**src/rtl/stc_pkg.sv**
```systemverilog
// ----------------------------------------------------------------------------
// stc_pkg
// Shared types, register indexes and helpers for sensor trim compensation.
// ----------------------------------------------------------------------------
package stc_pkg;

    localparam int CFG_IDX_W = 3;
    localparam logic [CFG_IDX_W-1:0] CFG_TEMPERATURE = 3'd0;
    localparam logic [CFG_IDX_W-1:0] CFG_PRESSURE_A  = 3'd1;
    localparam logic [CFG_IDX_W-1:0] CFG_PRESSURE_B  = 3'd2;
    localparam logic [CFG_IDX_W-1:0] CFG_PRESSURE_C  = 3'd3;
    localparam logic [CFG_IDX_W-1:0] CFG_HUMIDITY    = 3'd4;

    localparam int DIV_STEPS = 32;

    localparam logic [31:0] P_OFFSET   = 32'd64000;
    localparam logic [31:0] P_BASE     = 32'd1048576;
    localparam logic [31:0] P_SCALE    = 32'd3125;
    localparam logic [31:0] P_HALF     = 32'd32768;
    localparam logic [31:0] H_OFFSET   = 32'd76800;
    localparam logic [31:0] H_MAX      = 32'd419430400;
    localparam logic [31:0] H_BIAS     = 32'd2097152;
    localparam logic [31:0] H_ROUND_A  = 32'd16384;
    localparam logic [31:0] H_ROUND_B  = 32'd8192;

    typedef struct packed {
        logic [19:0] raw_temperature;
        logic [19:0] raw_pressure;
        logic [15:0] raw_humidity;
    } in_item_t;

    typedef struct packed {
        logic signed [31:0] temperature_centi;
        logic [31:0]        pressure_pascal;
        logic [16:0]        humidity_fixed;
    } out_item_t;

    typedef struct packed {
        logic [47:0] temperature;
        logic [47:0] pressure_a;
        logic [47:0] pressure_b;
        logic [47:0] pressure_c;
        logic [63:0] humidity;
    } trim_t;

    // fields that ride along the divider pipeline
    typedef struct packed {
        logic [31:0] temp;
        logic [16:0] hum;
        logic        halve;   // numerator was not doubled, double the quotient
        logic        zero;    // divisor was zero
    } side_t;

    function automatic logic [31:0] asr(input logic [31:0] x, input int n);
        asr = $signed(x) >>> n;
    endfunction

    function automatic logic [31:0] sx16(input logic [15:0] v);
        sx16 = {{16{v[15]}}, v};
    endfunction

    function automatic logic [31:0] sx12(input logic [11:0] v);
        sx12 = {{20{v[11]}}, v};
    endfunction

    function automatic logic [31:0] sx8(input logic [7:0] v);
        sx8 = {{24{v[7]}}, v};
    endfunction

endpackage

```
**src/rtl/stc_front.sv**
```systemverilog
// ----------------------------------------------------------------------------
// stc_front
// Input side: accepts sample items into a two-entry queue for the datapath.
// ----------------------------------------------------------------------------
module stc_front
    import stc_pkg::*;
(
    input  logic     clk,
    input  logic     rst_n,
    input  logic     in_valid,
    output logic     in_stall,
    input  in_item_t in_data,
    output logic     head_valid,
    output in_item_t head_data,
    input  logic     pop
);

    in_item_t    ent_reg [2];
    logic        wr_ptr_reg;
    logic        rd_ptr_reg;
    logic [1:0]  cnt_reg;
    logic        push;
    logic        do_pop;

    assign in_stall   = (cnt_reg == 2'd2);
    assign push       = in_valid && !in_stall;
    assign head_valid = (cnt_reg != 2'd0);
    assign head_data  = ent_reg[rd_ptr_reg];
    assign do_pop     = pop && head_valid;

    always_ff @(posedge clk or negedge rst_n)
    begin
        if (!rst_n)
        begin
            wr_ptr_reg <= 1'b0;
            rd_ptr_reg <= 1'b0;
            cnt_reg    <= 2'd0;
        end
        else
        begin
            if (push)
                wr_ptr_reg <= !wr_ptr_reg;
            if (do_pop)
                rd_ptr_reg <= !rd_ptr_reg;
            if (push && !do_pop)
                cnt_reg <= cnt_reg + 2'd1;
            else if (do_pop && !push)
                cnt_reg <= cnt_reg - 2'd1;
        end
    end

    always_ff @(posedge clk)
    begin
        if (push)
            ent_reg[wr_ptr_reg] <= in_data;
    end

endmodule

```
**config.mk**
```make
export PLATFORM = sky130hd
export DESIGN_NAME = stc_front
export DESIGN_NICKNAME = d
export VERILOG_FILES = /design/src/rtl/stc_pkg.sv /design/src/rtl/stc_front.sv
export SDC_FILE = /design/constraint.sdc
export NUM_CORES = 1
export LEC_CHECK = 0
export BUFFER_PORTS_ARGS = -buffer_cell sky130_fd_sc_hd__buf_2
export CAP_MARGIN = 5
export CORE_ASPECT_RATIO = 1.5
export CORE_MARGIN = 2
export CORE_UTILIZATION = 47
export DETAILED_ROUTE_END_ITERATION = 10
export GPL_TIMING_DRIVEN = 0
export HOLD_SLACK_MARGIN = 0.15
export MAX_ROUTING_LAYER = met4
export PLACE_DENSITY_LB_ADDON = 0.2
export SLEW_MARGIN = 20
export SYNTH_ARGS = -nofsm -noshare
export SYNTH_HDL_FRONTEND = slang
export SYNTH_SLANG_ARGS = --single-unit
```
**constraint.sdc**
```tcl
create_clock -name clk -period 3.6 [get_ports clk]
set_clock_uncertainty 0.2 [all_clocks]
set_input_delay 0.72 -clock clk [delete_from_list [all_inputs] [get_ports clk]]
set_output_delay 0.72 -clock clk [all_outputs]
set_load 0.01 [all_outputs]
```
==> reports/metrics.yaml <==
largest_reg_flops: 112
synth_adder_area_share: 0.00287
fin_cells: 458
yosysWarnings: 0
h-tree-depth: 4
die_area_um2: 10100
ys_async_sr_fraction: 0.0345
dp.cells: 426
dp_hpwl_um: 4870
crit_slowest_cell: "dfrtp_1"
synth_top_cell_by_area: "edfxtp_1"
critPathMaxStageDelay_ns: 0.36
nNetsFinal: 395
track_usage: 0.158
synthFlopType: "edfxtp_1"
p_per_area_nw_per_um2: 870
r2r_start: "cnt_reg[0]"
worstHoldPathType: "register to register"
cts_buffer_depth: 2
fin_setup_tns_ns: 0
drt_pre_antenna_iters: 4
core_um2: 9150
utilization: 0.632
synth_top_family_by_area: "multiplexers"
endpoint_kind: "output pin"
synth_area_per_cell_um2: 22.6
pin_count: 118
clk_latency_ns: 0.40
cp-start-kind: "register"
fmax_mhz: 399
numCtsBuffers: 17
synth-seq-area-share: 0.794
routedWlPerCell_um: 15.8
wirelength_um: 7260
viasPerCell: 4.86
min_period_ns: 2.50
synth_top_cell_area_share: 0.772
drt_iter0_drc: 85
report.final.setup_viol: 0
finalHoldViolCount: 0
power.static_leakage_nw: 2.31
path_cells: "buf_6 > buf_6 > mux2_4 > buf_2"
grt_pass1_wl_um: 11000
slew_viol_final: 0
postCtsSetupRepairBufs: 0
rrSetupSlack_ns: 1.57
cp_data_arrival_time_ns: 1.58
fin_crit_sh: 0.695
syn_nets: 254
crit_fanout: 10
worst_pin_slew_ns: 0.466
dieWidth_um: 82.6
min_from: "cnt_reg[1]"
synth_xor_area_frac: 0.0100
synth-simple-area-share: 0.00775
synth_enable_flop_cells: 112
ant_nets: 0
netlist_instances: 193
synth_compound_area_frac: 0
rsz0062_at_grt: "false"
grt_pass1_vias: 2340
clock-sinks: 116
rows: 43
overflow: 0
cts_tree: "done"
min_to: "cnt_reg[1]"
via_count: 2226
crit_type: "register to output pin"
critical_path_required_ns: 2.68
synthMuxAreaShare: 0.170
die_h_um: 122
gp_congestion: 0.726
netlist_top_cells_area: "edfxtp_1, mux2_4, mux2_2"
cp_common_cell: "buf_6"
antenna_found_initial: 0
worstReg2RegEnd: "ent_reg[0][10]"
ctsRootBufferMaster: "clkbuf_16"
rr_worst_depth: 5
drive_gt1_frac: 0.613
cts_hold_buffers: 1
clk_pin_slew_ns: 0.05
initial_core_util: 0.477
grt_max_degree: 31
post_cts_resized: 0
slew_headroom: 0.689
port_buffers: 117
synth_cell_type_count: 15
remaining_drc_errors: 0
yosys.cell_count.top_type: "edfxtp_1"
outcome: "finished, final reports clean"
maxCapViolations: 0
synth.top_cells.by_count: "edfxtp_1, mux2_4, mux2_2, buf_6, dfrtp_1"
diodes: 0
area_delta_synth_final_pct: 32.6
irDropWorstVdd_mv: 0.568
ys_ff_latch: 116
hold_depth: 1
synthesis.area_um2: 4360
-- per-layer routing --
metal  part of all wire  global-route usage
met4              0.013              0.0748
met5                  0                   -
met2               0.54               0.258
met3              0.065              0.0585
met1               0.39               0.166
-- report_power, final --
part           switching (W)  internal (W)  total [W]
Combinational       0.000727      0.000774    0.00150
Sequential         0.0000830       0.00185    0.00193
Clock               0.000531       0.00106    0.00159
Total                0.00134       0.00369    0.00503
-- metrics by stage --
step                total power, W  area (µm²)  hold WS, ns  setup WS (ns)
global route               0.00528        5780        0.296           1.02
detailed placement         0.00349        5200        0.297           1.35
floorplan                  0.00292        4360        0.224          0.710
finish                     0.00503        5780        0.307           1.10
CTS                        0.00510        5780        0.289           1.06
global placement           0.00339        5090        0.277         -0.226
-- logic make-up (layout without fill, tap and decap cells) --
family                     after synthesis  after routing
DFF                                    116            116
adders and majority gates                1              1
and+or+nand+nor                          7              7
xor gates and xnor gates                 5              5
buffers and inverters                    8            161
muxes                                   56             56
-- critical path, delay by kind of cell (launching register included) --
kind,cells,cell delay [ns]
muxes,1,0.31
buffers and inverters,3,0.51
DFF,1,0.36
-- layout by cell type (no fill, tap or decap) --
cell type and instances:
edfxtp_1 112, ha_1 1, buf_6 4, nor2_1 1
xor2_1 2, nand2_1 2, clkinv_2 4, nand2b_1 1
clkinv_1 5, mux2_4 30, dlygate4sd3_1 1, dfrtp_1 4
bufinv_16 3, mux2_2 26, nor2_4 1, inv_1 2
and3_4 1, clkinvlp_4 2, buf_12 1, clkbuf_16 17
or2_2 1, xnor2_1 3, buf_2 119, buf_16 3
-- worst max-delay path by stage --
stage,endpoint,depth (start not counted),from
floorplan,ent_reg[0][0],2,in_valid
global placement,ent_reg[0][47],3,in_valid
detailed placement,ent_reg[0][12],5,in_valid
CTS,head_data[32],4,rd_ptr_reg
global route,head_data[35],4,rd_ptr_reg
finish,head_data[30],4,rd_ptr_reg
-- area by class of cell --
class	count	area, µm²
plain buffers	6	55.1
multi-input cells	69	846
well taps	112	140
clock buffers	17	425
flip-flops and latches	116	3460
fillers	689	3370
inverters	2	7.51
clock inverters	14	144
repair buffers	122	698
Power figures use the tool's default switching activity.
